<file path="src/hdl/vad_pkg.sv">
// Shared constants, payload types and arctangent table for the vector angle unit.
package vad_pkg;

  localparam int NUM_COORDS = 6;
  localparam int IDX_AX     = 0;
  localparam int IDX_AY     = 1;
  localparam int IDX_OX     = 2;
  localparam int IDX_OY     = 3;
  localparam int IDX_BX     = 4;
  localparam int IDX_BY     = 5;

  // magnitude container: dot and |cross| never exceed 2^61
  localparam int MAG_W      = 62;
  localparam int XY_W       = 64;
  localparam int Z_W        = 26;
  localparam int OUT_W      = 16;
  localparam int TABLE_LEN  = 24;
  localparam int NORM_STAGES = 3;
  // largest normalize step; steps halve down to one bit
  localparam int NORM_MAX_STEP = 32;
  // normalized magnitudes keep their msb at bit MAG_W-1, CORDIC takes them >> 2
  localparam int NORM_DROP  = 2;
  localparam int FRAC_DROP  = 8;

  localparam logic signed [Z_W-1:0] DEG0_Q16   = '0;
  localparam logic signed [Z_W-1:0] DEG90_Q16  = Z_W'(90 * 65536);
  localparam logic signed [Z_W-1:0] DEG180_Q16 = Z_W'(180 * 65536);
  localparam logic signed [Z_W-1:0] ROUND_Q16  = Z_W'(128);

  localparam logic [OUT_W-1:0] ANGLE_0   = OUT_W'(0);
  localparam logic [OUT_W-1:0] ANGLE_90  = OUT_W'(23040);
  localparam logic [OUT_W-1:0] ANGLE_180 = OUT_W'(46080);

  // round(atan(2^-i) in degrees * 65536)
  localparam logic signed [Z_W-1:0] ATAN_Q16 [TABLE_LEN] = '{
    Z_W'(2949120), Z_W'(1740967), Z_W'(919879), Z_W'(466945),
    Z_W'(234379),  Z_W'(117304),  Z_W'(58666),  Z_W'(29335),
    Z_W'(14668),   Z_W'(7334),    Z_W'(3667),   Z_W'(1833),
    Z_W'(917),     Z_W'(458),     Z_W'(229),    Z_W'(115),
    Z_W'(57),      Z_W'(29),      Z_W'(14),     Z_W'(7),
    Z_W'(4),       Z_W'(2),       Z_W'(1),      Z_W'(0)
  };

  // magnitudes before the CORDIC, plus the early-decided result
  typedef struct packed {
    logic [MAG_W-1:0]        x_mag;
    logic [MAG_W-1:0]        y_mag;
    logic signed [Z_W-1:0]   z;
    logic                    special;
    logic [OUT_W-1:0]        special_val;
  } norm_t;

  // CORDIC working vector
  typedef struct packed {
    logic signed [XY_W-1:0]  x;
    logic signed [XY_W-1:0]  y;
    logic signed [Z_W-1:0]   z;
    logic                    special;
    logic [OUT_W-1:0]        special_val;
  } rot_t;

endpackage

</file>
<file path="src/hdl/vad_norm.sv">
// Normalizer: shifts both magnitudes left until the larger msb sits at the top.
module vad_norm (
  input  logic           clk_i,
  input  logic           rst_ni,
  input  logic           in_valid_i,
  output logic           in_ready_o,
  input  vad_pkg::norm_t in_data_i,
  output logic           out_valid_o,
  input  logic           out_ready_i,
  output vad_pkg::norm_t out_data_o
);
  import vad_pkg::*;

  localparam int NST = NORM_STAGES;

  logic [NST-1:0] vld_q;
  logic [NST:0]   rdy;
  logic [NST-1:0] vin;
  norm_t          stg_d [NST];
  norm_t          stg_q [NST];

  // shift left by k when the top k bits of both magnitudes are clear
  function automatic norm_t norm_step(input norm_t v, input int k);
    norm_t            r;
    logic [MAG_W-1:0] m;
    logic [MAG_W-1:0] top;
    r   = v;
    m   = v.x_mag | v.y_mag;
    top = ~({MAG_W{1'b1}} >> k);
    if ((m & top) == '0) begin
      r.x_mag = v.x_mag << k;
      r.y_mag = v.y_mag << k;
    end
    return r;
  endfunction

  assign rdy[NST]    = out_ready_i;
  assign in_ready_o  = rdy[0];
  assign out_valid_o = vld_q[NST-1];
  assign out_data_o  = stg_q[NST-1];

  for (genvar k = 0; k < NST; k++) begin : g_stg
    norm_t src;
    assign rdy[k] = !vld_q[k] || rdy[k+1];
    if (k == 0) begin : g_first
      assign vin[k] = in_valid_i;
      assign src    = in_data_i;
    end else begin : g_next
      assign vin[k] = vld_q[k-1];
      assign src    = stg_q[k-1];
    end
    always_comb begin
      stg_d[k] = norm_step(norm_step(src, NORM_MAX_STEP >> (2 * k)),
                           NORM_MAX_STEP >> (2 * k + 1));
    end
    always_ff @(posedge clk_i) begin
      if (rdy[k] && vin[k]) stg_q[k] <= stg_d[k];
    end
  end

  always_ff @(posedge clk_i or negedge rst_ni) begin
    if (!rst_ni) begin
      vld_q <= '0;
    end else begin
      for (int k = 0; k < NST; k++) begin
        if (rdy[k]) vld_q[k] <= vin[k];
      end
    end
  end

endmodule

</file>
<file path="config.mk">
export PLATFORM = sky130hd
export DESIGN_NAME = vad_norm
export DESIGN_NICKNAME = d
export VERILOG_FILES = /design/src/hdl/vad_pkg.sv /design/src/hdl/vad_norm.sv
export SDC_FILE = /design/constraint.sdc
export NUM_CORES = 1
export LEC_CHECK = 0
export BUFFER_PORTS_ARGS = -buffer_cell sky130_fd_sc_hd__buf_2
export CORE_MARGIN = 3
export CORE_UTILIZATION = 52
export CTS_CLUSTER_DIAMETER = 120
export DETAILED_ROUTE_END_ITERATION = 12
export GPL_ROUTABILITY_DRIVEN = 1
export PLACE_DENSITY = 0.79
export SETUP_SLACK_MARGIN = 0.02
export SLEW_MARGIN = 5
export SYNTH_ARGS = -nofsm -noshare
export SYNTH_HDL_FRONTEND = slang
export SYNTH_SLANG_ARGS = --single-unit
export TNS_END_PERCENT = 30
</file>
<file path="constraint.sdc">
create_clock -name clk_i -period 5.2 [get_ports clk_i]
set_input_delay 0.78 -clock clk_i [delete_from_list [all_inputs] [get_ports clk_i]]
set_output_delay 0.78 -clock clk_i [all_outputs]
set_load 0.02 [all_outputs]
</file>
Word level (Yosys, flattened, before mapping)
Memory sizes are Yosys's and may differ from the RTL's. Index checks and enable logic that the tools add are counted.

Bits in registers: 3. Memory bits (writable): 501. Bits of input ports: 171. Output and inout bits: 169. Word-level logic and storage cells: 37. Memories: 1.

Mux-type cells: 12. Bitwise logic cells: 6. Reductions and logical operators: 15.

Memories: stg_q (words 3, width 167, read ports 3, clocked after Yosys merged registers in 0, wr ports 3, line vad_norm.sv:20) `norm_t stg_q [NST];`.

Operators by type and width (count): 124-bit 2-to-1 mux (6); 62-bit logical NOT (6); 62-bit OR (6); 1-bit 2-to-1 mux (6); 1-bit logical AND (3); 1-bit logical NOT (3); 1-bit logical OR (3).

Logic depth before layout (Yosys ltp)
Gate-level depths: netlist of run 1.

Depth in word-level cells: 7. Gate-level depth with buffers: 9. Gate-level depth less buffers: 5.

Least setup slack after synthesis of run 1
No wires, ideal clock.

Kind: input to register. From: in out_ready_i. To: mem stg_q[0][0] (netlist bit) (enable). Library setup time: 0.546 ns. Arrival: 4.912 ns. Data required time: 4.654 ns. Slack: -0.259 ns. Stages on the path: 3. Path buffers: 0. Cell sequence: nor2b_1 > nand3_1 > and2_1.

RTL lines: start: declaration (line vad_norm.sv:9) `input logic out_ready_i,`; end: declaration (line vad_norm.sv:20).

==> reports/metrics.yaml, run 1 <==
floorplan:
  initial_core_util_pct: 53.3
  die-area_mm2: 0.0461
  die_h_um: 215
  io_pins: 340
  die_w_um: 215
  row_count: 75
  core_area_mm2: 0.0425
yosys:
  synthesis.area_mm2: 0.0226
  ys_types: 44
  avgSynthCellArea_um2: 15.7
  synth_warnings: 0
  synth_fp_nets: 1616
  ys_ff_latch: 504
  yosysSeqAreaShare_pct: 66.8
  synthCells: 1445
placed_design:
  place.port_buffers: 339
  dp_hpwl_mm: 42.9
  place.gp.congestion: 1.02
global_route:
  grt_pass1_vias: 14164
  grt_pass1_wl_mm: 87.6
  antenna_found_initial: 0
  grt_max_degree: 168
  grt.total_usage_pct: 24.8
  overflow: 0
power_and_ir_drop:
  ir_drop_v: 0.000270
  powerDensity_mw_per_mm2: 374
  cellLeakagePower_uw: 0.00958
  power_uw: 9910
cts:
  clock_latency_ns: 0.59
  cts_sinks: 504
  cts_setup_buffers: 0
  cts.clk_slew.worst_paths_ns: 0.07
  htree_levels: 2
  numCtsBuffers: 51
  cts_root_buf: "clkbuf_16"
  cts_tree: "built"
  clockBufferDepth: 3
final_layout:
  drive_above_1_share_pct: 27.7
  post-route-util_pct: 62.4
  layout.nets: 1939
  antennaDiodeCount: 0
  n_fill_cell: 3158
  areaGrowthSynthToFinish_pct: 17.2
  final-seq-area_mm2: 0.0151
  multi_input_area_mm2: 0.00709
routing:
  drc: 0
  via_per_inst: 5.90
  drt-total-wl_mm: 58.3
  num_vias: 14068
  wl_per_cell_um: 24.5
  drtIter0Drc: 1412
  ant_nets: 0
  drt_first_pass_iters: 7
sta:
  max_freq_mhz: 272
  rsz0062_at_grt: "no"
  maxSlewHeadroom_pct: 35.8
  hold_viol_final: 0
  fin_crit_sh_pct: 70.8
  finalCriticalPeriod_ns: 3.68
  finalSetupViolCount: 0
  tightest_slew_ns: 0.963
  maxSlewViolCount: 0
  fin_worst_skew_ns: 0.0150
setup_path:
  reg2reg_depth: 7
  arrival_ns: 3.98
  critPathLaunchType: "flip-flop"
  timing.critical_path.cells: "nor4_1 > and2_1 > buf_4 > o21a_4 > buf_4 > mux2i_1 > mux2i_1"
  reg2reg_from: "stg_q[0][103]"
  crit_fanout: 41
  crit_slowest_cell: "buf_4"
  rrSetupSlack_ns: 1.52
  cp-end-kind: "flip-flop"
  worst_path_largest_cell_delay_ns: 0.67
  worstSetupPathType: "reg2reg"
  r2r-end: "stg_q[0][321]"
  cp_data_required_time_ns: 5.50
hold_path:
  holdCritPathClass: "in2reg"
  whs_path_depth: 1
  holdCritStartpoint: "in_data_i[39]"
  hold_end: "stg_q[0][39]"
run_status:
  status: "complete, no violations"
run:
  max_cap_violations: 0
## through the flow
stage	cells	setup slack [ns]	hold WS (ns)	area (µm²)	setup TNS, ns
floorplan	1445	-0.0466	0.400	22600	-15.57
finish	2384	1.52	0.364	26500	0
global placement	2291	1.19	0.401	24900	0
CTS	2384	1.54	0.332	26500	0
global route	2384	1.29	0.339	26500	0
detailed placement	2291	1.16	0.405	24900	0
## state kept, by name (all words and copies together) (netlist names)
name / flops
stg_q: 501
vld_q: 3
## logic make-up after synthesis
kind of cell	share of synthesized area, %
muxes	20.2
buffers and inverters	2.09
DFF	66.8
AOI/OAI and AO/OA	6.82
and+or+nand+nor	4.15
## synthesized netlist by cell type, drive strengths merged
| library cell | number | area [µm²] |
|---|---|---|
| a2111o | 1 | 11.3 |
| a2111oi | 1 | 15.0 |
| a211oi | 3 | 35.0 |
| a21boi | 28 | 210 |
| a21oi | 59 | 295 |
| a221o | 32 | 320 |
| a22oi | 9 | 67.6 |
| a31o | 28 | 245 |
| a31oi | 1 | 6.26 |
| and2 | 44 | 275 |
| and3 | 4 | 25.0 |
| and4 | 2 | 17.5 |
| buf | 51 | 284 |
| clkbuf | 44 | 166 |
| dfrtp | 3 | 75.1 |
| edfxtp | 501 | 15000 |
| inv | 6 | 22.5 |
| mux2 | 28 | 315 |
| mux2i | 420 | 4200 |
| mux4 | 2 | 45.0 |
| nand2 | 28 | 105 |
| nand2b | 4 | 25.0 |
| nand3 | 32 | 160 |
| nand4 | 3 | 18.8 |
| nor2 | 6 | 30.0 |
| nor2b | 1 | 6.26 |
| nor3 | 2 | 15.0 |
| nor4 | 27 | 184 |
| o21a | 3 | 22.5 |
| o21ai | 63 | 315 |
| or3 | 2 | 17.5 |
| or4 | 7 | 60.1 |
## worst max-delay path by stage
stage                        start            end  cells past startpoint
floorplan              out_ready_i  stg_q[0][334]                      2
global placement    in_data_i[161]   stg_q[0][76]                      8
detailed placement  in_data_i[161]   stg_q[0][76]                      8
CTS                  stg_q[0][103]  stg_q[0][321]                      7
global route         stg_q[0][103]  stg_q[0][321]                      7
finish               stg_q[0][103]  stg_q[0][321]                      7
## worst max-delay path, delay by kind of cell (launching register included)
family / cells / cell delay, ns
compound gates: 1 / 0.57
flops: 1 / 0.42
simple gates: 2 / 0.76
buf+inv: 2 / 0.95
mux: 2 / 0.66
## cell usage in the layout, fill, tap and decap left out, types with 28 or more instances in the layout
cell type	Yosys	routed
a21boi_0	28	28
a21oi_1	59	59
a221o_1	32	32
a31o_2	28	28
and2_1	44	41
buf_2	35	339
clkbuf_16	0	51
edfxtp_1	501	501
mux2i_1	420	420
nand3_1	32	32
o21ai_0	62	62
## layout make-up
cell class	count	area share (%)
clock buffers	58	4.91
clock inverters	34	1.25
inverters	6	0.0849
multi-input cells	840	26.7
flip-flops and latches	504	57.0
well taps	577	2.72
repair buffers	365	7.33
## power by group
part	leakage [µW]	internal, µW	switching [µW]
clock	0.000775	2060	1520
sequential	0.00487	4970	170
combinational	0.00393	398	795
total	0.00958	7430	2490
## what timing repair did
item                      in CTS  in global routing
gates resized for setup        0                  0
hold buffers                   1                  0
hold endpoints to repair       3                  0
## layer usage
metal / routed length (µm) / up-vias / GRT usage, %
li1: - / 6382 / -
met1: 26200 / 6850 / 36.5
met3: 5010 / 89 / 5.44
met2: 25600 / 747 / 37.4
met4: 1520 / 0 / 7.19
met5: 0 / - / 0
(Power assumes the default switching activity.)
==> run 2, diff against run 1 <==
==> constraint.sdc (replaced) <==
create_clock -name clk_i -period 3.1 [get_ports clk_i]
set_input_delay 0.465 -clock clk_i [delete_from_list [all_inputs] [get_ports clk_i]]
set_output_delay 0.465 -clock clk_i [all_outputs]
set_load 0.02 [all_outputs]
==> reports/metrics.yaml, run 2 (synthesis gave the netlist of run 1 again) <==
routing:
  via_per_inst: 5.93
  drt-total-wl_mm: 58.4
  drc: 0
  num_vias: 14268
  drt_first_pass_iters: 6
  ant_nets: 0
  drtIter0Drc: 1713
  wl_per_cell_um: 24.3
global_route:
  grt_max_degree: 89
  grt.total_usage_pct: 24.9
  antenna_found_initial: 2
  overflow: 0
  grt_pass1_vias: 14324
  grt_pass1_wl_mm: 88.1
setup_path:
  cp-end-kind: "flip-flop"
  cp_data_required_time_ns: 3.41
  critPathLaunchType: "flip-flop"
  crit_fanout: 36
  arrival_ns: 3.11
  worstSetupPathType: "reg2reg"
cts:
  clockBufferDepth: 3
  cts_tree: "built"
  numCtsBuffers: 51
  htree_levels: 2
  clock_latency_ns: 0.60
  cts_root_buf: "clkbuf_16"
  cts_sinks: 504
  post_cts_resized: 0
  cts.clk_slew.worst_paths_ns: 0.06
floorplan:
  die_w_um: 215
  initial_core_util_pct: 53.3
  core_area_mm2: 0.0425
  die_h_um: 215
  die-area_mm2: 0.0461
  row_count: 75
  io_pins: 340
run_status:
  status: "complete, no violations"
sta:
  max_freq_mhz: 358
  tightest_slew_ns: 0.948
  hold_viol_final: 0
  finalSetupViolCount: 0
  maxSlewViolCount: 0
  finalCriticalPeriod_ns: 2.80
  finalWorstSetupSlack_ns: 0.305
  whs_ns: 0.0419
  fin_worst_skew_ns: 0.0210
  maxSlewHeadroom_pct: 36.8
  rsz0062_at_grt: "no"
  finalSetupTns_ns: 0
  fin_crit_sh_pct: 90.2
run:
  max_cap_violations: 0
placed_design:
  place.gp.congestion: 1.01
  dp_hpwl_mm: 43.4
  place.port_buffers: 339
  pre_cts_slack_ns: 0.211
final_layout:
  layout.nets: 1960
  areaGrowthSynthToFinish_pct: 18.5
  final-seq-area_mm2: 0.0151
  reg_top3: "stg_q (501), vld_q (3)"
  n_fill_cell: 3173
  drive_above_1_share_pct: 28.0
  antennaDiodeCount: 0
  final_cell_mix: "edfxtp_1, mux2i_1, buf_2"
  multi_input_area_mm2: 0.00709
  layout_commonest_cell: "edfxtp_1"
  regMostFlops: "stg_q"
  largest_reg_flops: 501
power_and_ir_drop:
  powerDensity_mw_per_mm2: 613
  ir_drop_v: 0.000399
  cellLeakagePower_uw: 0.00973
  power_uw: 16500
hold_path:
  holdCritPathClass: "in2reg"
-- run 2: cell count changes in the layout (fill, tap and decap cells not counted) --
cell / previous run / this run
bufinv_16: 5 / 3
inv_16: 0 / 1
clkbuf_1: 7 / 14
clkinv_1: 8 / 11
clkinvlp_4: 8 / 2
clkinv_2: 6 / 8
buf_4: 21 / 25
clkinv_4: 3 / 2
buf_12: 4 / 21
inv_6: 4 / 1
-- run 2: per-layer routing --
layer  up-vias  part of all wire [%]  track usage, %  wire length [µm]
met5         -                 0.022               0                13
met1      6979                    44            36.7             25700
met4         2                   2.8            7.50              1630
met2       732                    44            37.4             25800
met3       118                   9.0            5.50              5270
li1       6437                     -               -                 -
-- run 2: critical path: stages (launching register included) --
cell and delay, ns:
edfxtp_1 0.51, or4_1 0.55, nor2_1 0.24, o21a_4 0.25
buf_12 0.26, buf_12 0.21, mux2i_1 0.32, mux2i_1 0.16
-- run 2: layout make-up --
class | count | share of cell area [%]
Sequential cell | 504 | 56.3
Multi-Input combinational cell | 840 | 26.4
Timing Repair Buffer | 386 | 8.63
Clock buffer | 65 | 4.95
Tap cell | 577 | 2.69
Clock inverter | 28 | 0.867
Inverter | 6 | 0.0839
-- run 2: timing repair --
| item | in CTS | in global routing |
|---|---|---|
| hold buffers | 1 | 0 |
| buffers inserted | 0 | 0 |
| hold endpoints to repair | 3 | 0 |
| endpoints found under the setup margin | 0 | 0 |
-- run 2: metrics by stage --
stage	instance area, µm²	cells	utilization, %
2_1_floorplan	22600	1445	-
3_3_place_gp	25300	2312	59.4
3_5_place_dp	25300	2312	59.4
4_1_cts	26800	2406	63.1
5_1_grt	26800	2406	63.1
6_report	26800	2406	63.1
-- run 2: power breakdown --
part / internal, µW / switching, µW / total [µW]
clock: 3290 / 2500 / 5790
sequential: 8340 / 284 / 8620
combinational: 704 / 1340 / 2040
total: 12300 / 4120 / 16500
-- run 2: worst paths after layout --
path	startpoint	endpoint	slack (ns)	cells after the start
worst min register to register	stg_q[0][23]	stg_q[0][190]	0.41	0
max in group asynchronous	rst_ni	vld_q[2]	2.79	2
min in group asynchronous	rst_ni	vld_q[0]	0.21	2
worst max register to register	stg_q[0][157]	stg_q[0][225]	0.30	7
worst max-delay path	stg_q[0][157]	stg_q[0][225]	0.30	7
worst min-delay path	in_data_i[36]	stg_q[0][36]	0.04	1
