File: config.mk
export PLATFORM = sky130hd
export DESIGN_NAME = vad_front
export DESIGN_NICKNAME = d
export VERILOG_FILES = /design/src/hdl/vad_pkg.sv /design/src/hdl/vad_front.sv
export SDC_FILE = /design/constraint.sdc
export NUM_CORES = 2
export LEC_CHECK = 0
export BUFFER_PORTS_ARGS = -buffer_cell sky130_fd_sc_hd__buf_4
export CAP_MARGIN = 20
export CORE_MARGIN = 5
export CORE_UTILIZATION = 36
export DETAILED_ROUTE_END_ITERATION = 8
export PLACE_DENSITY_LB_ADDON = 0.1
export SYNTH_ARGS = -nofsm -noshare
export SYNTH_HDL_FRONTEND = slang
export SYNTH_SLANG_ARGS = --single-unit
File: constraint.sdc
create_clock -name clk_i -period 9.1 [get_ports clk_i]
set_input_delay 1.82 -clock clk_i [delete_from_list [all_inputs] [get_ports clk_i]]
set_output_delay 1.82 -clock clk_i [all_outputs]
set_load 0.01 [all_outputs]
File: src/hdl/vad_pkg.sv
// Shared constants, payload types and arctangent table for the vector angle unit.
package vad_pkg;

  localparam int NUM_COORDS = 6;
  localparam int IDX_AX     = 0;
  localparam int IDX_AY     = 1;
  localparam int IDX_OX     = 2;
  localparam int IDX_OY     = 3;
  localparam int IDX_BX     = 4;
  localparam int IDX_BY     = 5;

  // magnitude container: dot and |cross| never exceed 2^61
  localparam int MAG_W      = 62;
  localparam int XY_W       = 64;
  localparam int Z_W        = 26;
  localparam int OUT_W      = 16;
  localparam int TABLE_LEN  = 24;
  localparam int NORM_STAGES = 3;
  // largest normalize step; steps halve down to one bit
  localparam int NORM_MAX_STEP = 32;
  // normalized magnitudes keep their msb at bit MAG_W-1, CORDIC takes them >> 2
  localparam int NORM_DROP  = 2;
  localparam int FRAC_DROP  = 8;

  localparam logic signed [Z_W-1:0] DEG0_Q16   = '0;
  localparam logic signed [Z_W-1:0] DEG90_Q16  = Z_W'(90 * 65536);
  localparam logic signed [Z_W-1:0] DEG180_Q16 = Z_W'(180 * 65536);
  localparam logic signed [Z_W-1:0] ROUND_Q16  = Z_W'(128);

  localparam logic [OUT_W-1:0] ANGLE_0   = OUT_W'(0);
  localparam logic [OUT_W-1:0] ANGLE_90  = OUT_W'(23040);
  localparam logic [OUT_W-1:0] ANGLE_180 = OUT_W'(46080);

  // round(atan(2^-i) in degrees * 65536)
  localparam logic signed [Z_W-1:0] ATAN_Q16 [TABLE_LEN] = '{
    Z_W'(2949120), Z_W'(1740967), Z_W'(919879), Z_W'(466945),
    Z_W'(234379),  Z_W'(117304),  Z_W'(58666),  Z_W'(29335),
    Z_W'(14668),   Z_W'(7334),    Z_W'(3667),   Z_W'(1833),
    Z_W'(917),     Z_W'(458),     Z_W'(229),    Z_W'(115),
    Z_W'(57),      Z_W'(29),      Z_W'(14),     Z_W'(7),
    Z_W'(4),       Z_W'(2),       Z_W'(1),      Z_W'(0)
  };

  // magnitudes before the CORDIC, plus the early-decided result
  typedef struct packed {
    logic [MAG_W-1:0]        x_mag;
    logic [MAG_W-1:0]        y_mag;
    logic signed [Z_W-1:0]   z;
    logic                    special;
    logic [OUT_W-1:0]        special_val;
  } norm_t;

  // CORDIC working vector
  typedef struct packed {
    logic signed [XY_W-1:0]  x;
    logic signed [XY_W-1:0]  y;
    logic signed [Z_W-1:0]   z;
    logic                    special;
    logic [OUT_W-1:0]        special_val;
  } rot_t;

endpackage

File: src/hdl/vad_front.sv
// Front pipeline: arm vectors, products, dot/cross and special-case decode.
module vad_front #(
  parameter int COORD_BITS = 16
) (
  input  logic                                            clk_i,
  input  logic                                            rst_ni,
  input  logic                                            in_valid_i,
  output logic                                            in_ready_o,
  input  logic [vad_pkg::NUM_COORDS-1:0][COORD_BITS-1:0]  coord_i,
  output logic                                            out_valid_o,
  input  logic                                            out_ready_i,
  output vad_pkg::norm_t                                  out_data_o
);
  import vad_pkg::*;

  localparam int CB = COORD_BITS;
  // wide coordinates lose low bits so the products stay within 62 bits
  localparam int SH = (CB > 30) ? (CB - 30) : 0;
  localparam int DW = (CB > 30) ? 31 : (CB + 1);
  localparam int MW = 2 * DW;
  localparam int PW = 2 * DW + 1;
  localparam int NST = 4;
  localparam logic signed [CB:0] BIAS = (CB + 1)'((64'sd1 <<< SH) - 64'sd1);

  logic [NST-1:0] vld_q;
  logic [NST:0]   rdy;
  logic [NST-1:0] vin;

  // stage 1
  logic signed [DW-1:0] ux_d, uy_d, vx_d, vy_d;
  logic signed [DW-1:0] ux_q, uy_q, vx_q, vy_q;
  logic                 degen_d;
  logic [NST-2:0]       degen_q;
  // stage 2
  logic signed [MW-1:0] pxx_d, pyy_d, pxy_d, pyx_d;
  logic signed [MW-1:0] pxx_q, pyy_q, pxy_q, pyx_q;
  // stage 3
  logic signed [PW-1:0] dot_d, cross_d, dot_q, cross_q;
  // stage 4
  norm_t                prep_d, prep_q;

  function automatic logic signed [DW-1:0] diff_trunc(input logic [CB-1:0] p,
                                                      input logic [CB-1:0] q);
    logic signed [CB:0] d;
    logic signed [CB:0] b;
    d = $signed({p[CB-1], p}) - $signed({q[CB-1], q});
    // toward-zero shift: bias negatives before the arithmetic shift
    b = d[CB] ? (d + BIAS) : d;
    return DW'(b >>> SH);
  endfunction

  assign rdy[NST] = out_ready_i;
  assign vin[0]   = in_valid_i;
  for (genvar k = 0; k < NST; k++) begin : g_hs
    assign rdy[k] = !vld_q[k] || rdy[k+1];
    if (k > 0) begin : g_vin
      assign vin[k] = vld_q[k-1];
    end
  end
  assign in_ready_o  = rdy[0];
  assign out_valid_o = vld_q[NST-1];
  assign out_data_o  = prep_q;

  always_ff @(posedge clk_i or negedge rst_ni) begin
    if (!rst_ni) begin
      vld_q <= '0;
    end else begin
      for (int k = 0; k < NST; k++) begin
        if (rdy[k]) vld_q[k] <= vin[k];
      end
    end
  end

  always_comb begin
    ux_d = diff_trunc(coord_i[IDX_AX], coord_i[IDX_OX]);
    uy_d = diff_trunc(coord_i[IDX_AY], coord_i[IDX_OY]);
    vx_d = diff_trunc(coord_i[IDX_BX], coord_i[IDX_OX]);
    vy_d = diff_trunc(coord_i[IDX_BY], coord_i[IDX_OY]);
    degen_d = ((coord_i[IDX_AX] == coord_i[IDX_OX]) && (coord_i[IDX_AY] == coord_i[IDX_OY]))
           || ((coord_i[IDX_BX] == coord_i[IDX_OX]) && (coord_i[IDX_BY] == coord_i[IDX_OY]));
  end

  always_comb begin
    pxx_d = MW'(ux_q) * MW'(vx_q);
    pyy_d = MW'(uy_q) * MW'(vy_q);
    pxy_d = MW'(ux_q) * MW'(vy_q);
    pyx_d = MW'(uy_q) * MW'(vx_q);
  end

  always_comb begin
    dot_d   = PW'(pxx_q) + PW'(pyy_q);
    cross_d = PW'(pxy_q) - PW'(pyx_q);
  end

  always_comb begin
    logic [PW-1:0] cross_abs;
    logic [PW-1:0] dot_abs;
    logic          dot_neg;
    logic          dot_zero;
    logic          cross_zero;
    dot_neg    = dot_q[PW-1];
    dot_zero   = (dot_q == '0);
    cross_zero = (cross_q == '0);
    cross_abs  = cross_q[PW-1] ? PW'(-cross_q) : PW'(cross_q);
    dot_abs    = dot_neg ? PW'(-dot_q) : PW'(dot_q);
    // negative dot: turn by -90 degrees and start the angle at 90
    prep_d.x_mag = dot_neg ? MAG_W'(cross_abs) : MAG_W'(dot_abs);
    prep_d.y_mag = dot_neg ? MAG_W'(dot_abs) : MAG_W'(cross_abs);
    prep_d.z     = dot_neg ? DEG90_Q16 : DEG0_Q16;
    prep_d.special = degen_q[2] || cross_zero || dot_zero;
    priority if (degen_q[2]) begin
      prep_d.special_val = ANGLE_90;
    end else if (cross_zero && !dot_zero && !dot_neg) begin
      prep_d.special_val = ANGLE_0;
    end else if (cross_zero && dot_neg) begin
      prep_d.special_val = ANGLE_180;
    end else begin
      prep_d.special_val = ANGLE_90;
    end
  end

  always_ff @(posedge clk_i) begin
    if (rdy[0] && vin[0]) begin
      ux_q       <= ux_d;
      uy_q       <= uy_d;
      vx_q       <= vx_d;
      vy_q       <= vy_d;
      degen_q[0] <= degen_d;
    end
    if (rdy[1] && vin[1]) begin
      pxx_q      <= pxx_d;
      pyy_q      <= pyy_d;
      pxy_q      <= pxy_d;
      pyx_q      <= pyx_d;
      degen_q[1] <= degen_q[0];
    end
    if (rdy[2] && vin[2]) begin
      dot_q      <= dot_d;
      cross_q    <= cross_d;
      degen_q[2] <= degen_q[1];
    end
    if (rdy[3] && vin[3]) begin
      prep_q     <= prep_d;
    end
  end

endmodule

## After elaboration in Yosys (flattened, before gate mapping)

Index checks and enable logic that the tools add are counted.

- $add $sub $neg: 8
- Multipliers: 4
- Eq/ne operators: 4
- Muxes and demuxes: 11
- Reduce and logical (&&, ||, !) cells: 25

Operators with widths:

| kind | number |
|---|---|
| 2-to-1 mux 35 bit | 4 |
| multiplier 17 x 17 -> 34 bit | 4 |
| zero test 35 bit | 2 |
| negation 35 bit | 2 |
| 2-to-1 mux 17 bit | 4 |
| subtractor 16 x 16 -> 17 bit | 4 |
| == test 16 bit | 4 |
| adder 34 x 34 -> 35 bit | 1 |
| subtractor 34 x 34 -> 35 bit | 1 |
| 2-to-1 mux 23 bit | 1 |
| 2-to-1 mux 16 bit | 1 |
| 2-to-1 mux 15 bit | 1 |
| logical AND 1 bit | 9 |
| logical OR 1 bit | 7 |
| zero test 1 bit | 6 |
| OR reduction 2 bit | 1 |

- Register bits after elaboration: 448
- Input port bits: 100
- Output and inout port bits: 169
- Logic and storage cells: 75

## Depth between registers and ports, before layout

- Depth in word-level cells: 6
- Gate-level depth with buffers: 25
- Mapped depth without buffers: 23

## Least setup slack after synthesis

No wires, ideal clock.

- Path type: flip-flop to flip-flop
- Start point: register ux_q[16]
- End point: register pxy_q[33] (data pin)
- Library setup time: 0.260 ns
- Arrival: 6.074 ns
- Required time: 8.840 ns
- Path slack: 2.766 ns
- Stages on the path, launching flop included: 21
- Buffers on the path: 3
- Clock period less this slack: 6.334 ns
- Path through: edfxtp_1 clkbuf_1 clkbuf_1 nand2_1 inv_1 fa_1 fa_1 fa_1 fa_1 fa_1 inv_1 fa_1 inv_1 ha_1 clkbuf_1 a2111oi_0 a21oi_1 a311oi_1 o2111ai_1 a21oi_1 xnor2_1

- Cells in the longest elaborated chain, start to end: 1

RTL lines:

| item | line | RTL |
|---|---|---|
| from (decl) | vad_front.sv:31 | `logic signed [DW-1:0] ux_q, uy_q, vx_q, vy_q;` |
| from (signal assigned) | vad_front.sv:124 | `ux_q <= ux_d;` |
| multiplier 17 x 17 -> 34 bit | vad_front.sv:86 | `pxy_d = MW'(ux_q) * MW'(vy_q);` |
| via pxy_d[33] | vad_front.sv:35 | `logic signed [MW-1:0] pxx_d, pyy_d, pxy_d, pyx_d;` |
| to (signal assigned) | vad_front.sv:133 | `pxy_q <= pxy_d;` |
| to (decl) | vad_front.sv:36 | `logic signed [MW-1:0] pxx_q, pyy_q, pxy_q, pyx_q;` |

The timed path passes the listed nets, and every way through them passes these cells.
A chain may end at the register's enable or synchronous reset.

## Worst setup path in the final report

- Start point: register vx_q[16]
- End point: register pyx_q[33] (data pin)

- Cells in the longest elaborated chain, start to end: 1

RTL lines:

| item | line | RTL |
|---|---|---|
| from (decl) | vad_front.sv:31 |  |
| from (signal assigned) | vad_front.sv:126 | `vx_q <= vx_d;` |
| multiplier 17 x 17 -> 34 bit | vad_front.sv:87 | `pyx_d = MW'(uy_q) * MW'(vx_q);` |
| via pyx_d[33] | vad_front.sv:35 |  |
| to (signal assigned) | vad_front.sv:134 | `pyx_q <= pyx_d;` |
| to (decl) | vad_front.sv:36 |  |

The timed path passes the listed nets, and every way through them passes these cells.

==> results.txt <==
----------------------------------------------------
[Outcome]
  Status ... finished, final reports clean

[Final layout]
  Layout Area Growth over Synthesis ... 9.09%
  Fraction of layout cells with a size suffix above 1 ... 6.30%
  Number of standard cells in the layout, taps in and fillers out ... 9,048
  Net count reported at finish ... approximately 8,400

[Global routing]
  Number of antenna violations at the first check in global routing ... 12
  Number of global-route vias before repair ... between 40,000 and 50,000
  Global-route wire length before repair ... about 300,000 um
  Global routing usage summed across all routing layers ... 21.2%
  Largest net degree at the start of global routing ... 99
  GRT Residual Overflow ... 0

[Timing]
  Maximum clock rate ... roughly 120 MHz
  Minimum period implied by the final worst setup slack ... 8.34 ns
  Portion of the clock cycle consumed by the worst path in the final layout ... 91.7%
  Setup repair after global routing missed its margin ... no
  Sum of negative setup slack ... 0 ns
  Hold violation total from the final report ... 0
  Final Max Tran Viols ... 0
  Worst-case clock skew ... 0.0645 ns
  Setup violators final ... 0
  Worst relative slew slack ... 20.7%
  Worst Tran Pin Value ... 1.19 ns

[Floorplan]
  Floorplan row count ... approximately 150
  Floorplan Core Area ... between 0.15 and 0.2 mm^2
  Die X-Extent ... 429 um
  Initial core utilization ... 36.1%
  Die Height ... 429 um
  Total die area ... 0.184 mm^2
  Count of boundary I/O pins ... 269

[Synth]
  Post-synthesis area per instance ... 9.66 um^2
  Total standard cell area after synthesis ... roughly 0.063 mm^2
  Count of yosys warnings during synthesis ... 0
  Unique masters post-synth ... 86
  Gate count after technology mapping ... 6,553
  Proportion of synthesized chip area in sequential cells ... 16.8%
  Most used flip-flop cell after synthesis ... edfxtp_1
  Number of enable-type register cells in the synthesized netlist ... 352
  Fraction of synthesis flops using an asynchronous set or reset pin ... under 10%
  Flop and latch count out of synthesis ... 356

[CTS]
  Sinks on Clock Net ... approximately 360
  Clock tree from TritonCTS ... done
  Number of clock buffers inserted by TritonCTS ... 47
  Number of levels in the clock H-tree ... 2
  Cts repair resizes ... 0
  Clock latency at the later pin of the worst-skew pair ... roughly 0.67 ns
  Clock tree root driver cell ... clkbuf_16
  Clock transition at the register clock pins on the worst setup and hold paths after CTS ... 0.07 ns
  Max Root-Sink Buffers ... 3
  Post-cts hold buffer count ... 0
  Post-CTS setup buffer count ... 0

[Hold path]
  Hold Crit Class ... reg -> reg
  Worst hold path cell count ... 0

[Critical path]
  Cell with the most instances on the worst path ... fa_1
  Worst Path Max Fanout ... 18
  Number of cells traversed by the worst register-to-register path ... 20
  Path length in cells of the critical path ... 20
  CP peak stage delay ... 0.92 ns
  Endpoint arrival time on the critical path ... 8.70 ns
  CP Buf/Inv Count ... 4
  CP endpoint kind ... flip-flop
  Family with the most delay on the worst path ... adder cells
  Master of the slowest instance on the critical path ... clkinv_1
  CP Cell Sequence ... clkinv_1 > buf_4 > nor2_1 > fa_1 > fa_1 > fa_1 > fa_1 > fa_1 > inv_1 > fa_1 > inv_1 > ha_1 > nand4_1 > nor2_1 > o311ai_0 > a31oi_1 > a21oi_1 > o31ai_1 > a21oi_1 > xnor2_1
  Required time of the critical path ... roughly 9.5 ns
  Startpoint type of the worst setup path ... flip-flop
  Critical Setup Path Class ... reg -> reg

[Route]
  Iteration count of the initial detailed-routing pass ... 6
  Routed WL ... around 190,000 um
  Iter 0 DRT Violations ... 2,501
  Residual DRC count ... 0
  Routed WL per cell ... 21.2 um
  DR vias ... 43,800
  Count of antenna-violating nets left after detailed routing ... 0
  Post-DR vias/cell ... 4.84

[Flow run]
  Max-cap violations ... 0

[Place]
  I/O Buffers ... approximately 180
  Half-perimeter wire length after detailed placement ... 159,000 um
  Placed Instances ... 8,951
  Gp weighted congestion ... 0.872

----------------------------------------------------
[synthesized netlist by cell type (7+ instances only)]
master | n | area share (%)
nand2b_1 | 42 | 0.41
inv_1 | 1388 | 8.2
xnor2_1 | 201 | 2.8
nor3_1 | 41 | 0.32
nand3b_1 | 7 | 0.083
fa_1 | 1190 | 38
a21boi_0 | 26 | 0.31
xor2_1 | 82 | 1.1
ha_1 | 474 | 9.4
nor2_1 | 275 | 1.6
nand4_1 | 29 | 0.29
a31oi_1 | 19 | 0.19
and2_1 | 588 | 5.8
nor4_1 | 15 | 0.15
nand2_1 | 647 | 3.8
o211ai_1 | 14 | 0.17
and3_1 | 12 | 0.12
or4_1 | 9 | 0.11
a21o_1 | 83 | 0.98
a21oi_1 | 212 | 1.7
buf_4 | 92 | 1.1
nand3_1 | 46 | 0.36
or2_2 | 12 | 0.12
o21bai_1 | 23 | 0.27
or3_1 | 25 | 0.25
o21ai_0 | 140 | 1.1
clkbuf_1 | 236 | 1.4
edfxtp_1 | 352 | 17
a211oi_1 | 24 | 0.28
o21ai_1 | 13 | 0.10
nor2b_1 | 48 | 0.47
o21a_1 | 32 | 0.38
o41ai_1 | 11 | 0.15
o31ai_1 | 24 | 0.28
[state kept, by name, indices dropped and copies added (netlist names)]
signal and cells:
out_data_o 75, vx_q 17, degen_q 3, vy_q 17, pyx_q 34, cross_q 35
pyy_q 34, pxx_q 34, uy_q 17, vld_q 4, dot_q 35, ux_q 17
pxy_q 34
[path summary, 6_finish.rpt]
path | startpoint | end | slack (ns)
max | vx_q[16] | pyx_q[33] | 0.76
min | degen_q[1] | degen_q[2] | 0.45
max reg2reg | vx_q[16] | pyx_q[33] | 0.76
min reg2reg | degen_q[1] | degen_q[2] | 0.45
max in group asynchronous | rst_ni | vld_q[0] | 7.99
min in group asynchronous | rst_ni | vld_q[2] | 0.98
[final cells by class]
cell class / count / area [um^2]
clock buffer: 51 / 1190
sequential: 356 / 10700
clock inverter: 37 / 385
tap: 2340 / 2930
fill: 17500 / 106000
inverter: 1391 / 5220
antenna: 5 / 12.5
timing repair buffer: 310 / 2500
multi-input combinational: 4558 / 46200
[metrics by stage]
| step | hold slack, ns | instance area, um^2 | worst slack (ns) | util, % |
|---|---|---|---|---|
| after CTS | 0.461 | 69000 | 0.877 | 39.3 |
| after global placement | 0.420 | 67400 | 0.975 | 38.4 |
| after floorplan | 0.400 | 63600 | 2.77 | - |
| final | 0.449 | 69100 | 0.759 | 39.4 |
| after detailed placement | 0.424 | 67400 | 0.987 | 38.4 |
| after global routing | 0.468 | 69100 | 0.426 | 39.3 |
[worst register-to-register path, cell delays in order, from the launching register on]
cell      delay (ns)
edfxtp_1        0.91
clkinv_1        0.93
buf_4           0.49
nor2_1          0.17
fa_1            0.45
fa_1            0.47
fa_1            0.55
fa_1            0.46
fa_1            0.50
inv_1           0.05
fa_1            0.48
inv_1           0.04
ha_1            0.39
nand4_1         0.18
nor2_1          0.24
o311ai_0        0.28
a31oi_1         0.50
a21oi_1         0.16
o31ai_1         0.29
a21oi_1         0.12
xnor2_1         0.40
[cells by family (layout without fill, tap and decap cells)]
kind of cell	after synthesis	in the layout	synth area share [%]
other	1	90	0.00592
buffers and inverters	1723	1789	10.8
adders and majority gates	1664	1664	47.0
and+or+nand+nor	1824	1824	14.4
DFF	356	356	16.8
muxes	4	4	0.0672
AOI/OAI and AO/OA	698	698	7.02
xor gates and xnor gates	283	283	3.91
[cells in the final DEF (no fill, tap or decap), types with 201 or more instances in the layout]
cell type / count
inv_1: 1388
fa_1: 1190
nand2_1: 647
and2_1: 585
ha_1: 474
edfxtp_1: 352
buf_4: 298
nor2_1: 275
a21oi_1: 212
xnor2_1: 201
[routing by layer]
metal	vias to the layer above	GRT usage [%]	wire, um
li1	20300	-	-
met1	22500	29.6	88000
met2	930	35.7	90900
met3	161	2.36	8240
met4	8	4.74	4760
met5	-	0	55
Power is left out: the tool's default activity adds up to more than one toggle a clock period on the data nets, which glitch-free logic cannot reach.
