File: src/hdl/vad_pkg.sv
// Shared constants, payload types and arctangent table for the vector angle unit.
package vad_pkg;

  localparam int NUM_COORDS = 6;
  localparam int IDX_AX     = 0;
  localparam int IDX_AY     = 1;
  localparam int IDX_OX     = 2;
  localparam int IDX_OY     = 3;
  localparam int IDX_BX     = 4;
  localparam int IDX_BY     = 5;

  // magnitude container: dot and |cross| never exceed 2^61
  localparam int MAG_W      = 62;
  localparam int XY_W       = 64;
  localparam int Z_W        = 26;
  localparam int OUT_W      = 16;
  localparam int TABLE_LEN  = 24;
  localparam int NORM_STAGES = 3;
  // largest normalize step; steps halve down to one bit
  localparam int NORM_MAX_STEP = 32;
  // normalized magnitudes keep their msb at bit MAG_W-1, CORDIC takes them >> 2
  localparam int NORM_DROP  = 2;
  localparam int FRAC_DROP  = 8;

  localparam logic signed [Z_W-1:0] DEG0_Q16   = '0;
  localparam logic signed [Z_W-1:0] DEG90_Q16  = Z_W'(90 * 65536);
  localparam logic signed [Z_W-1:0] DEG180_Q16 = Z_W'(180 * 65536);
  localparam logic signed [Z_W-1:0] ROUND_Q16  = Z_W'(128);

  localparam logic [OUT_W-1:0] ANGLE_0   = OUT_W'(0);
  localparam logic [OUT_W-1:0] ANGLE_90  = OUT_W'(23040);
  localparam logic [OUT_W-1:0] ANGLE_180 = OUT_W'(46080);

  // round(atan(2^-i) in degrees * 65536)
  localparam logic signed [Z_W-1:0] ATAN_Q16 [TABLE_LEN] = '{
    Z_W'(2949120), Z_W'(1740967), Z_W'(919879), Z_W'(466945),
    Z_W'(234379),  Z_W'(117304),  Z_W'(58666),  Z_W'(29335),
    Z_W'(14668),   Z_W'(7334),    Z_W'(3667),   Z_W'(1833),
    Z_W'(917),     Z_W'(458),     Z_W'(229),    Z_W'(115),
    Z_W'(57),      Z_W'(29),      Z_W'(14),     Z_W'(7),
    Z_W'(4),       Z_W'(2),       Z_W'(1),      Z_W'(0)
  };

  // magnitudes before the CORDIC, plus the early-decided result
  typedef struct packed {
    logic [MAG_W-1:0]        x_mag;
    logic [MAG_W-1:0]        y_mag;
    logic signed [Z_W-1:0]   z;
    logic                    special;
    logic [OUT_W-1:0]        special_val;
  } norm_t;

  // CORDIC working vector
  typedef struct packed {
    logic signed [XY_W-1:0]  x;
    logic signed [XY_W-1:0]  y;
    logic signed [Z_W-1:0]   z;
    logic                    special;
    logic [OUT_W-1:0]        special_val;
  } rot_t;

endpackage

File: src/hdl/vad_out.sv
// Output stage: clamp and round the angle to Q8, select early results, hold for the sink.
module vad_out (
  input  logic                      clk_i,
  input  logic                      rst_ni,
  input  logic                      in_valid_i,
  output logic                      in_ready_o,
  input  vad_pkg::rot_t             in_data_i,
  output logic                      out_valid_o,
  input  logic                      out_ready_i,
  output logic [vad_pkg::OUT_W-1:0] angle_o
);
  import vad_pkg::*;

  logic                  vld_q;
  logic [OUT_W-1:0]      angle_d, angle_q;
  logic signed [Z_W-1:0] z_clamp;
  logic signed [Z_W-1:0] z_round;
  logic [OUT_W-1:0]      q8;

  assign in_ready_o  = !vld_q || out_ready_i;
  assign out_valid_o = vld_q;
  assign angle_o     = angle_q;

  always_comb begin
    priority if (in_data_i.z[Z_W-1]) begin
      z_clamp = DEG0_Q16;
    end else if (in_data_i.z > DEG180_Q16) begin
      z_clamp = DEG180_Q16;
    end else begin
      z_clamp = in_data_i.z;
    end
    z_round = (z_clamp + ROUND_Q16) >>> FRAC_DROP;
    q8      = OUT_W'(z_round);
    if (q8 > ANGLE_180) q8 = ANGLE_180;
    angle_d = in_data_i.special ? in_data_i.special_val : q8;
  end

  always_ff @(posedge clk_i or negedge rst_ni) begin
    if (!rst_ni) begin
      vld_q <= 1'b0;
    end else if (in_ready_o) begin
      vld_q <= in_valid_i;
    end
  end

  always_ff @(posedge clk_i) begin
    if (in_ready_o && in_valid_i) angle_q <= angle_d;
  end

endmodule

File: config.mk
export PLATFORM = sky130hd
export DESIGN_NAME = vad_out
export DESIGN_NICKNAME = d
export VERILOG_FILES = /design/src/hdl/vad_pkg.sv /design/src/hdl/vad_out.sv
export SDC_FILE = /design/constraint.sdc
export NUM_CORES = 1
export LEC_CHECK = 0
export BUFFER_PORTS_ARGS = -buffer_cell sky130_fd_sc_hd__buf_2
export CAP_MARGIN = 20
export CELL_PAD_IN_SITES_DETAIL_PLACEMENT = 1
export CELL_PAD_IN_SITES_GLOBAL_PLACEMENT = 1
export CORE_MARGIN = 1.5
export CORE_UTILIZATION = 23
export CTS_CLUSTER_DIAMETER = 200
export DETAILED_ROUTE_END_ITERATION = 7
export PLACE_DENSITY_LB_ADDON = 0.1
export SETUP_SLACK_MARGIN = 0.15
export SLEW_MARGIN = 25
export SYNTH_ARGS = -nofsm -noshare
export SYNTH_HDL_FRONTEND = slang
export SYNTH_SLANG_ARGS = --single-unit
File: constraint.sdc
create_clock -name clk_i -period 3.7 [get_ports clk_i]
set_clock_uncertainty 0.2 [all_clocks]
set_input_delay 0.37 -clock clk_i [delete_from_list [all_inputs] [get_ports clk_i]]
set_output_delay 0.37 -clock clk_i [all_outputs]
set_load 0.1 [all_outputs]
[Yosys cells after proc, flatten, opt, wreduce, memory -nomap -nowiden]
Cells that the tools add are included.
Word-level totals
  register bits after elaboration: 17
  bits of input ports: 175
  output and inout port bits: 18
  logic and storage cells: 12
Operators by class
  add/subtract/negate cells: 1
  order comparisons: 2
  multiplexer cells: 4
  reduce and logical (&&, ||, !) cells: 3
Operators with widths (number)
  $mux W24: 2
  $mux W16: 2
  $gt A26 B25 Y1 const B: 1
  $add A24 B9 Y24 const B: 1
  $gt A16 B16 Y1 const B: 1
  $logic_and A1 B1 Y1: 1
  $logic_not A1 Y1: 1
  $logic_or A1 B1 Y1: 1

[Logic depth before layout (Yosys ltp)]
Gate-level depths: netlist of the first run.
  depth after elaboration: 7
  gate-level depth with buffers: 15
  depth with buffers taken out: 13

[Worst setup path after synthesis of the first run]
No wires, ideal clock.
  kind: input -> register
  start point: in in_data_i[36] in the netlist's numbering
  end point: reg angle_q[0] (netlist: angle_o[0]) (data pin)
  setup time: 270 ps
  data arrival time: 3330 ps
  required time: 3230 ps
  setup slack: -100 ps
  cell stages on the path: 15
  path buffers: 2
  cell sequence: buf_4 -> nor4b_1 -> nand4_1 -> o22ai_1 -> buf_2 -> nand2b_1 -> nor2_1 -> ha_1 -> nand3b_4 -> nor4_4 -> a41oi_2 -> a21o_1 -> or4_4 -> o211ai_1 -> a21oi_1
Between the ends
  word-level cells in the longest chain between the ends: 7
RTL lines
  start, declared: RTL line vad_out.sv:7  | input vad_pkg::rot_t in_data_i,
  $gt A26 B25 Y1: RTL line vad_out.sv:27  | end else if (in_data_i.z > DEG180_Q16) begin
  $mux W24 (*): RTL line vad_out.sv:27
  $mux W24 (*): RTL line vad_out.sv:25  | priority if (in_data_i.z[Z_W-1]) begin
  $add A24 B9 Y24 (*): RTL line vad_out.sv:32  | z_round = (z_clamp + ROUND_Q16) >>> FRAC_DROP;
  $gt A16 B16 Y1: RTL line vad_out.sv:34  | if (q8 > ANGLE_180) q8 = ANGLE_180;
  $mux W16 (*): RTL line vad_out.sv:34
  $mux W16 (*): RTL line vad_out.sv:35  | angle_d = in_data_i.special ? in_data_i.special_val : q8;
  named net angle_d[0]: RTL line vad_out.sv:15  | logic [OUT_W-1:0] angle_d, angle_q;
  end signal, assigned: RTL line vad_out.sv:47  | if (in_ready_o && in_valid_i) angle_q <= angle_d;
  end, declared: RTL line vad_out.sv:15
Mark *: on every way through the listed nets, which the timed path passes. The rest lies on a longest branch.
A chain may end at the register's enable or synchronous reset.

[Worst setup path after layout of the first run]
  start point: in in_data_i[39] in the netlist's numbering
  end point: reg angle_q[0] (netlist: angle_o[0]) (data pin)
The elaborated chain is that of the path after synthesis.

==> results of run 1 <==
[cell usage in the layout, fill, tap and decap left out, types with 2 or more instances in the layout]
cell type / count
o31a_1: 2
nand2b_1: 6
o21ai_1: 6
or3_1: 2
buf_2: 64
inv_1: 4
and2_1: 2
mux2i_1: 3
nor4_1: 6
o31ai_1: 4
xor2_1: 6
nand2_1: 15
nor3b_1: 2
o211ai_1: 3
buf_4: 17
nand4_1: 2
nor2b_1: 2
o311ai_2: 2
nor2_1: 10
a21o_1: 3
nand3_1: 13
xnor2_1: 10
clkbuf_8: 3
nor3_1: 2
nor4_2: 2
a32oi_1: 4
a21oi_1: 5
nand4b_1: 2
and4b_1: 2
edfxtp_1: 16
[power groups by stage]
| stage | logic [W] | registers (W) | clock network [W] |
|---|---|---|---|
| after floorplan | 0.0000907 | 0.000322 | 0 |
| after global placement | 0.000249 | 0.000233 | 0 |
| after detailed placement | 0.000251 | 0.000234 | 0 |
| after CTS | 0.000252 | 0.000229 | 0.000140 |
| after global routing | 0.000271 | 0.000230 | 0.000147 |
| final | 0.000252 | 0.000229 | 0.000135 |
[sequential cells by signal, indices dropped and copies added (netlist names)]
signal       cells
out_valid_o      1
angle_o         16
[logic make-up after synthesis]
family | after synthesis | synth area share (%)
XOR/XNOR | 16 | 8.58
flip-flops | 17 | 31.0
AO/OA/AOI/OAI | 43 | 20.8
buffers and inverters | 18 | 5.36
adder cells (fa/ha/maj) | 1 | 0.766
multiplexers | 3 | 1.84
AND/OR/NAND/NOR | 82 | 31.6
[worst max-delay path, cell delays in order]
cell and delay (ps):
buf_2 130, nor4_1 280, nand4_1 140, o22ai_2 220, nand2b_4 80, nor2_1 100, ha_2 210, nand3b_4 110
nor4_1 370, xnor2_1 160, o2111ai_1 190, nand2_1 140, a211oi_4 400, a21oi_1 140
[cell type report]
| cell class | instances | area (um2) |
|---|---|---|
| tap | 96 | 120 |
| clock inverter | 1 | 5.00 |
| timing repair buffer | 82 | 458 |
| inverter | 4 | 15.0 |
| multi-input combinational | 145 | 1080 |
| fill | 849 | 4600 |
| clock buffer | 3 | 41.3 |
| sequential | 17 | 505 |
[cell usage after synthesis, drive strengths merged, types with 3 or more instances]
cell / instances
a21o: 3
a21oi: 6
a32oi: 4
buf: 10
clkbuf: 4
edfxtp: 16
inv: 4
mux2i: 3
nand2: 15
nand2b: 7
nand3: 15
nand4b: 3
nor2: 11
nor3: 3
nor4: 9
o211ai: 3
o21ai: 7
o31ai: 4
or3: 3
xnor2: 10
xor2: 6
[routing by layer]
metal	up-vias	GRT usage, %	part of all wire [%]
li1	831	-	-
met1	777	18.5	46
met2	43	23.4	49
met3	2	0.758	4.0
met4	0	3.46	0.47
met5	-	0	0
[repair_timing]
action	4_1_cts	5_1_grt
gates resized for setup	0	6
hold buffers	1	0
endpoints found under the hold margin	1	0
setup endpoints to repair	0	12
[through the flow]
| stage | utilization (%) | std cells |
|---|---|---|
| after global placement | 31.3 | 343 |
| final | 32.6 | 348 |
| after detailed placement | 31.3 | 343 |
| after CTS | 32.1 | 348 |
| after global routing | 32.6 | 348 |
| after floorplan | - | 180 |
[worst max-delay path by stage]
stage / startpoint / endpoint / slack (ps) / cells past startpoint
finish: in_data_i[39] / angle_o[0]$_DFFE_PP_ / 430 / 14
floorplan: in_data_i[36] / angle_o[0]$_DFFE_PP_ / 190 / 15
global route: in_data_i[39] / angle_o[0]$_DFFE_PP_ / 160 / 14
detailed placement: in_data_i[36] / angle_o[0]$_DFFE_PP_ / -70 / 14
CTS: in_data_i[36] / angle_o[0]$_DFFE_PP_ / 200 / 14
global placement: in_data_i[36] / angle_o[2]$_DFFE_PP_ / -70 / 14
==> run_results.csv, run 1 <==
group,metric,value,unit
setup_path,worst_ep_required_time,3480,ps
finish,drive_gt1_share,42.1,%
route,vias,1653,
clock_network,path_clk_slew,70,ps
sta,hold_violations,0,
setup_path,r2r_slack,2050,ps
worst_hold_path,hold_class,"in2reg",
sta,slew_violations,0,
yosys,synth_edf_count,16,
yosys,ys.warnings.count,0,
route,dr.pass1.iters,4,
sta,clock.fmax,306,MHz
worst_hold_path,worstHoldStart,"in_valid_i",
yosys,syn-mean-instance-area,9.07,um2
pwr,sequentialPowerShare,37.2,%
yosys,ys_async_sr_fraction,5.88,%
pwr,power_density,277,mW/mm2
floorplanning,dieArea,0.00761,mm2
pwr,ir_drop,0.0979,mV
pwr,pwr-share-clk,21.9,%
route,route.detailed.drc,0,
setup_path,reg2reg_depth,2,
global_routing,grt_pass1_wl,8.19,mm
setup_path,cp-start-kind,"input pin",
pwr,power,0.000616,W
sta,fin_hold_ws,115,ps
setup_path,cp.arrival,3050,ps
global_routing,grt_max_degree,27,
pwr,combPwrFrac,40.9,%
pwr,p_sw,0.000244,W
floorplanning,ioPinCount,193,
sta,finalWorstSetupSlack,434,ps
floorplanning,placementRows,30,
finish,n_antenna_cell,0,
route,routed_wl,5.13,mm
setup_path,crit_type,"in2reg",
yosys,synthTopCellsByArea,"edfxtp_1 (29%), xnor2_1 (5.4%), nand3_1 (4.0%)",
worst_hold_path,holdPathStages,2,
placed_design,preCtsSetupSlack,-71.5,ps
finish,nNetsFinal,429,
setup_path,cp_max_fo,7,
global_routing,grt_pass1_vias,1668,
floorplanning,die_w,87.3,um
worst_hold_path,hold_end,"out_valid_o$_DFFE_PN0N_",
route,drtIter0Drc,70,
sta,setup-violations-final,0,
placed_design,dp_hpwl,4.15,mm
finish,finalInstanceArea,0.00223,mm2
placed_design,gp_congestion,0.731,
clock_network,cts_made_buffers,3,
global_routing,grt_use_total,13.6,%
route,routedWlPerCell,14.7,um
setup_path,cp-end-kind,"flip-flop",
sta,final.setup.tns,0,ps
sta,rsz0062_at_grt,"false",
pwr,leakagePower,0.879,nW
pwr,p_int,0.000373,W
yosys,synth_nets,356,
route,routed_via_density,4.75,
sta,worst_pin_slew,702,ps
yosys,postSynthCellCount,180,
yosys,synth_cell_types,58,
finish,area_growth,36.5,%
global_routing,antenna_found_initial,0,
yosys,ys_ff_latch,17,
yosys,ys.flop_type,"edfxtp_1",
sta,max_slew_margin,53.2,%
yosys,synth_top_area_share,29.4,%
placed_design,io_buffers,64,
clock_network,htreeDepth,1,
floorplanning,initial_core_util,23.9,%
pwr,p_sw_share,39.5,%
setup_path,reg2reg_from,"out_valid_o$_DFFE_PN0N_",
clock_network,cts.path.max_buffers,2,
placed_design,dpl_cell_area,0.00214,mm2
route,drtAntennaViolNets,0,
floorplanning,die_h,87.3,um
clock_network,root_buffer,"clkbuf_8",
yosys,yosysTopAreaCell,"edfxtp_1",
clock_network,cts_tree,"built",
sta,period_minus_slack,3270,ps
setup_path,r2r-end,"angle_o[9]$_DFFE_PP_",
floorplanning,coreArea,0.00683,mm2
run_status,status,"finished clean",
sta,timing.final.crit_share,88.3,%
yosys,synth_area,0.00163,mm2
clock_network,post_cts_buffers,0,
clock_network,cts.sinks,17,
job,drv_cap,0,
clock_network,clk_latency,250,ps
global_routing,grt-ovfl-total,0,
yosys,synth-seq-area-share,31.0,%
No activity file was read; power rests on OpenSTA's default activity.
==> run 2, diff against run 1 <==
- CORE_MARGIN: 1.5 -> 5
==> run 2 against run 1 <==
  * Clock-buffer cell count up 1
  * Worst setup slack worse by 2.9 ps
  * Sequential power about the same
  * Hold slack better by 10 ps
  * Global-route usage down 2.2 points
  * Combinational power about the same
  * Clock power about the same
  * Register-to-register slack better by 40 ps
  * Critical path depth up 1
  * First-iteration DRC count down 39%
  * Non-clock buffer count up 5
  * Sequential share of layout area down 0.10 points
  * Critical path type unchanged
  * Largest cell class unchanged
==> run_results.csv, run 2 (synthesis gave the netlist of run 1 again) <==
group,metric,value,unit
run_status,status,"finished clean",
global_routing,grt-ovfl-total,0,
finish,layout_commonest_cell,"buf_2",
setup_path,critical_path.max_stage_delay,480,ps
placed_design,io_buffers,64,
setup_path,path_buf_inv,2,
floorplanning,initial_core_util,23.8,%
sta,worst_pin_slew,676,ps
clock_network,cts_made_buffers,3,
global_routing,antenna_found_initial,0,
setup_path,cp-start-kind,"input pin",
floorplanning,dieArea,0.00888,mm2
route,met2_length,2.32,mm
pwr,leakagePower,0.898,nW
placed_design,dp_cells,348,
clock_network,cts_tree,"built",
global_routing,grt_max_degree,27,
pwr,p_sw_share,38.6,%
setup_path,crit_type,"in2reg",
route,m1WireLength,2.37,mm
clock_network,htreeDepth,1,
job,drv_cap,0,
global_routing,grt_pass1_wl,8.16,mm
pwr,combPwrFrac,41.2,%
finish,final_cell_mix,"buf_2 (64), buf_4 (22), edfxtp_1 (16), nand2_1 (15), nand3_1 (13)",
global_routing,grt_use_total,11.4,%
clock_network,path_clk_slew,60,ps
sta,slew_violations,0,
setup_path,path_cells,"buf_2 > nor4b_1 > nand4_1 > o22ai_1 > buf_4 > nand2b_4 > nor2_1 > ha_2 > nand3b_4 > nor4_4 > a41oi_2 > a21o_1 > or4_4 > o211ai_1 > a21oi_1",
clock_network,post_cts_buffers,0,
pwr,p_sw,0.000238,W
clock_network,cts.path.max_buffers,2,
worst_hold_path,hold_class,"in2reg",
floorplanning,ioPinCount,193,
route,routed_via_density,4.57,
sta,timing.final.crit_share,88.3,%
route,routed_wl,5.06,mm
setup_path,crit_start,"in_data_i[36]",
finish,n_antenna_cell,0,
placed_design,gp_congestion,0.735,
sta,fin_hold_ws,125,ps
floorplanning,die_h,94.3,um
setup_path,cp.arrival,3050,ps
finish,nNetsFinal,434,
floorplanning,die_w,94.3,um
pwr,p_int,0.000378,W
sta,max_slew_margin,54.9,%
finish,fillers,839,
sta,rsz0062_at_grt,"false",
clock_network,cts.sinks,17,
floorplanning,coreArea,0.00687,mm2
finish,fin_cells,353,
global_routing,grt_pass1_vias,1663,
route,highest_layer,"met4",
setup_path,path_delay_family,"simple AND/OR/NAND/NOR gates",
sta,final.setup.tns,0,ps
finish,area_growth,37.1,%
clock_network,root_buffer,"clkbuf_8",
setup_path,worst_ep_required_time,3490,ps
pwr,ir_drop,0.0956,mV
route,route.detailed.drc,0,
route,drtAntennaViolNets,0,
placed_design,dpl_cell_area,0.00218,mm2
sta,clock.fmax,306,MHz
floorplanning,placementRows,30,
setup_path,cp-end-kind,"flip-flop",
route,dr.pass1.iters,4,
finish,largest_reg_flops,16,
sta,hold_violations,0,
pwr,power_density,275,mW/mm2
setup_path,reg2reg_from,"out_valid_o$_DFFE_PN0N_",
route,vias,1612,
sta,setup-violations-final,0,
worst_hold_path,worstHoldStart,"in_valid_i",
setup_path,cp_max_fo,3,
route,routedWlPerCell,14.3,um
pwr,pwr-share-clk,21.6,%
placed_design,dp_hpwl,4.22,mm
finish,drive_gt1_share,40.9,%
route,wl_met3,339,um
finish,finalInstanceArea,0.00224,mm2
clock_network,clk_latency,240,ps
route,drtIter0Drc,43,
pwr,sequentialPowerShare,37.2,%
setup_path,slowest_stage,"or4_4",
sta,period_minus_slack,3270,ps
-- run 2: cell types whose count changed in the layout (fill, tap and decap cells not counted), sizes merged --
cell	before	now
buf	81	86
clkinv	1	0
clkbuf	3	4
-- run 2: timing repair --
| item | CTS | global route |
|---|---|---|
| endpoints found under the setup margin | 0 | 10 |
| hold buffers | 1 | 0 |
| hold endpoints to repair | 1 | 0 |
| gates resized for setup | 0 | 1 |
-- run 2: layout make-up --
| type | count | area, um2 | area share (%) |
|---|---|---|---|
| tap | 96 | 120 | 5.37 |
| timing repair buffer | 87 | 495 | 22.1 |
| inverter | 4 | 15.0 | 0.671 |
| multi-input combinational | 145 | 1060 | 47.2 |
| clock buffer | 4 | 45.0 | 2.01 |
| sequential | 17 | 505 | 22.6 |
-- run 2: worst paths after layout --
check | endpoint | slack (ps) | depth (start not counted)
worst max-delay path | angle_o[8]$_DFFE_PP_ | 430 | 15
worst min-delay path | out_valid_o$_DFFE_PN0N_ | 120 | 2
worst max register to register | angle_o[15]$_DFFE_PP_ | 2090 | 2
worst min register to register | out_valid_o$_DFFE_PN0N_ | 320 | 2
max in group asynchronous | out_valid_o$_DFFE_PN0N_ | 2980 | 2
min in group asynchronous | out_valid_o$_DFFE_PN0N_ | 240 | 2
-- run 2: power by group through the flow --
stage          clock (W)  sequential, W  combinational, W
6_report        0.000133       0.000229          0.000254
3_5_place_dp           0       0.000233          0.000255
3_3_place_gp           0       0.000233          0.000254
4_1_cts         0.000138       0.000229          0.000257
2_1_floorplan          0       0.000322         0.0000907
5_1_grt         0.000147       0.000230          0.000271
-- run 2: per-stage QoR --
step	util (%)	power [W]	worst slack, ps
2_1_floorplan	-	0.000413	192
3_3_place_gp	31.7	0.000488	99.8
3_5_place_dp	31.7	0.000488	105
4_1_cts	32.5	0.000624	360
5_1_grt	32.6	0.000649	177
6_report	32.6	0.000615	431
-- run 2: layer usage --
metal	track usage, %	vias up
li1	-	842
met1	15.2	721
met2	19.0	47
met3	1.92	2
met4	2.89	0
met5	0	-
==> run 3, diff against run 2 <==
- BUFFER_PORTS_ARGS: -buffer_cell sky130_fd_sc_hd__buf_2 -> not set
- CAP_MARGIN: 20 -> 25
- CORE_AREA: not set -> 5 5 72 74
- CORE_MARGIN: 5 -> not set
- CORE_UTILIZATION: 23 -> not set
- DIE_AREA: not set -> 0 0 77 79
- DONT_BUFFER_PORTS: not set -> 1
==> run 3 against run 2 <==
  * Sequential share of layout area grew 6.3 points
  * Power shrank 9.8%
  * Non-clock buffer count shrank 80
  * Global-route usage grew 4.2 points
  * Critical endpoint unchanged
  * Design area shrank 22%
  * Utilization grew 6.0 points
  * Via count shrank 14%
  * Highest routed layer unchanged
  * Critical path depth shrank 2
  * First-iteration DRC count shrank 12%
  * Clock power grew 7%
  * Wire length shrank 6.4%
  * Combinational power shrank 61%
  * Critical path type unchanged
==> run_results.csv, run 3 (synthesis gave the netlist of run 1 again) <==
group,metric,value,unit
finish,layout_commonest_cell,"edfxtp_1",
placed_design,gp_congestion,0.814,
sta,period_minus_slack,3300,ps
route,drtIter0Drc,38,
placed_design,dp_cells,226,
clock_network,cts_made_buffers,3,
run_status,status,"finished clean",
floorplanning,dieArea,0.00608,mm2
floorplanning,coreArea,0.00454,mm2
clock_network,path_clk_slew,70,ps
finish,drive_gt1_share,14.7,%
pwr,power,0.000555,W
setup_path,cp.arrival,3080,ps
sta,setup-violations-final,0,
setup_path,cp_max_fo,8,
clock_network,cts.sinks,17,
setup_path,slowest_stage,"or4_4",
pwr,power_density,317,mW/mm2
route,drtAntennaViolNets,0,
global_routing,grt_pass1_wl,7.60,mm
floorplanning,die_w,77,um
sta,worst_pin_slew,906,ps
route,vias,1384,
placed_design,dpl_cell_area,0.00168,mm2
clock_network,cts_tree,"built",
floorplanning,placementRows,25,
global_routing,antenna_found_initial,0,
route,routed_wl,4.74,mm
worst_hold_path,hold_class,"in2reg",
floorplanning,initial_core_util,36.0,%
clock_network,clk_latency,260,ps
route,routedWlPerCell,20.5,um
sta,final.setup.tns,0,ps
global_routing,grt-ovfl-total,0,
setup_path,cp-end-kind,"flip-flop",
setup_path,path_cells,"nor4b_1 > nand4_1 > o22ai_2 > nand2b_4 > nor2_1 > ha_2 > nand3b_4 > nor4_4 > a41oi_2 > a21o_1 > or4_4 > o211ai_1 > a21oi_1",
finish,final_cell_mix,"edfxtp_1 (16), nand2_1 (15), nand3_1 (13), nor2_1 (11), xnor2_1 (10)",
global_routing,grt_use_total,15.6,%
finish,multi_input_comb_area,0.00106,mm2
finish,area_growth,7.20,%
pwr,leakagePower,0.565,nW
finish,finalInstanceArea,0.00175,mm2
finish,largest_reg_flops,16,
route,route.detailed.drc,0,
sta,timing.final.crit_share,89.2,%
route,dr.pass1.iters,4,
setup_path,critical_path.max_stage_delay,510,ps
setup_path,worst_ep_required_time,3480,ps
global_routing,grt_pass1_vias,1491,
route,routed_via_density,5.99,
finish,n_antenna_cell,0,
floorplanning,die_h,79,um
setup_path,cp-start-kind,"input pin",
sta,slew_violations,0,
setup_path,crit_type,"in2reg",
global_routing,grt_max_degree,27,
sta,hold_violations,0,
job,drv_cap,0,
clock_network,post_cts_buffers,0,
placed_design,io_buffers,0,
sta,clock.fmax,303,MHz
placed_design,dp_hpwl,3.92,mm
sta,max_slew_margin,39.7,%
clock_network,htreeDepth,1,
clock_network,cts.path.max_buffers,2,
finish,fillers,526,
finish,fin_cells,231,
finish,nNetsFinal,354,
clock_network,root_buffer,"clkbuf_8",
finish,regArea,505,um2
pwr,ir_drop,0.131,mV
floorplanning,ioPinCount,193,
sta,rsz0062_at_grt,"false",
-- run 3: cell count changes in the layout (fill, tap and decap cells not counted) --
| cell | change |
|---|---|
| nor4_2 | +1 |
| nor4_1 | -1 |
| o311ai_1 | +1 |
| o22ai_1 | -1 |
| buf_4 | -16 |
| o311ai_2 | -1 |
| o22ai_2 | +1 |
| buf_2 | -64 |
-- run 3: per-stage QoR --
step	util [%]	setup slack [ps]	hold slack, ps
detailed placement	37.1	46.8	-126
global placement	37.1	143	-126
CTS	38.3	286	19.1
floorplan	-	192	-126
finish	38.6	401	16.4
global route	38.6	179	15.0
-- run 3: power breakdown --
group,total (W),internal [W],leakage [nW],switching [W]
combinational,0.0000994,0.0000408,0.376,0.0000586
clock,0.000142,0.0000765,0.0228,0.0000652
sequential,0.000314,0.000228,0.166,0.0000865
total,0.000555,0.000345,0.565,0.000210
-- run 3: final timing paths --
path | cells after the start | to | slack [ps] | from
max in group asynchronous | 1 | out_valid_o$_DFFE_PN0N_ | 3090 | rst_ni
hold / removal | 1 | out_valid_o$_DFFE_PN0N_ | 20 | in_valid_i
setup reg to reg | 4 | angle_o[4]$_DFFE_PP_ | 1470 | out_valid_o$_DFFE_PN0N_
min in group asynchronous | 1 | out_valid_o$_DFFE_PN0N_ | 110 | rst_ni
setup / recovery | 13 | angle_o[8]$_DFFE_PP_ | 400 | in_data_i[36]
hold reg to reg | 4 | out_valid_o$_DFFE_PN0N_ | 870 | out_valid_o$_DFFE_PN0N_
-- run 3: what timing repair did --
action,in CTS,in global routing
hold endpoints to repair,1,0
hold buffers,1,0
resized for setup,0,2
endpoints found under the setup margin,0,12
-- run 3: final cells by class --
type	count	area share (%)
timing repair buffer	7	3.15
multi-input combinational	145	60.7
clock buffer	4	2.57
tap	54	3.86
sequential	17	28.9
inverter	4	0.858
-- run 3: per-layer routing --
layer,up-vias,share of wire (%),global-route usage [%]
met1,642,44,19.0
met3,4,8.5,5.22
li1,680,-,-
met4,0,1.0,4.30
met5,-,0,0
met2,58,46,26.2
-- run 3: worst max-delay path, delay by kind of cell --
kind | cells | cell delay (ps)
simple gates | 7 | 1590
compound gates | 5 | 860
fa+ha+maj | 1 | 270
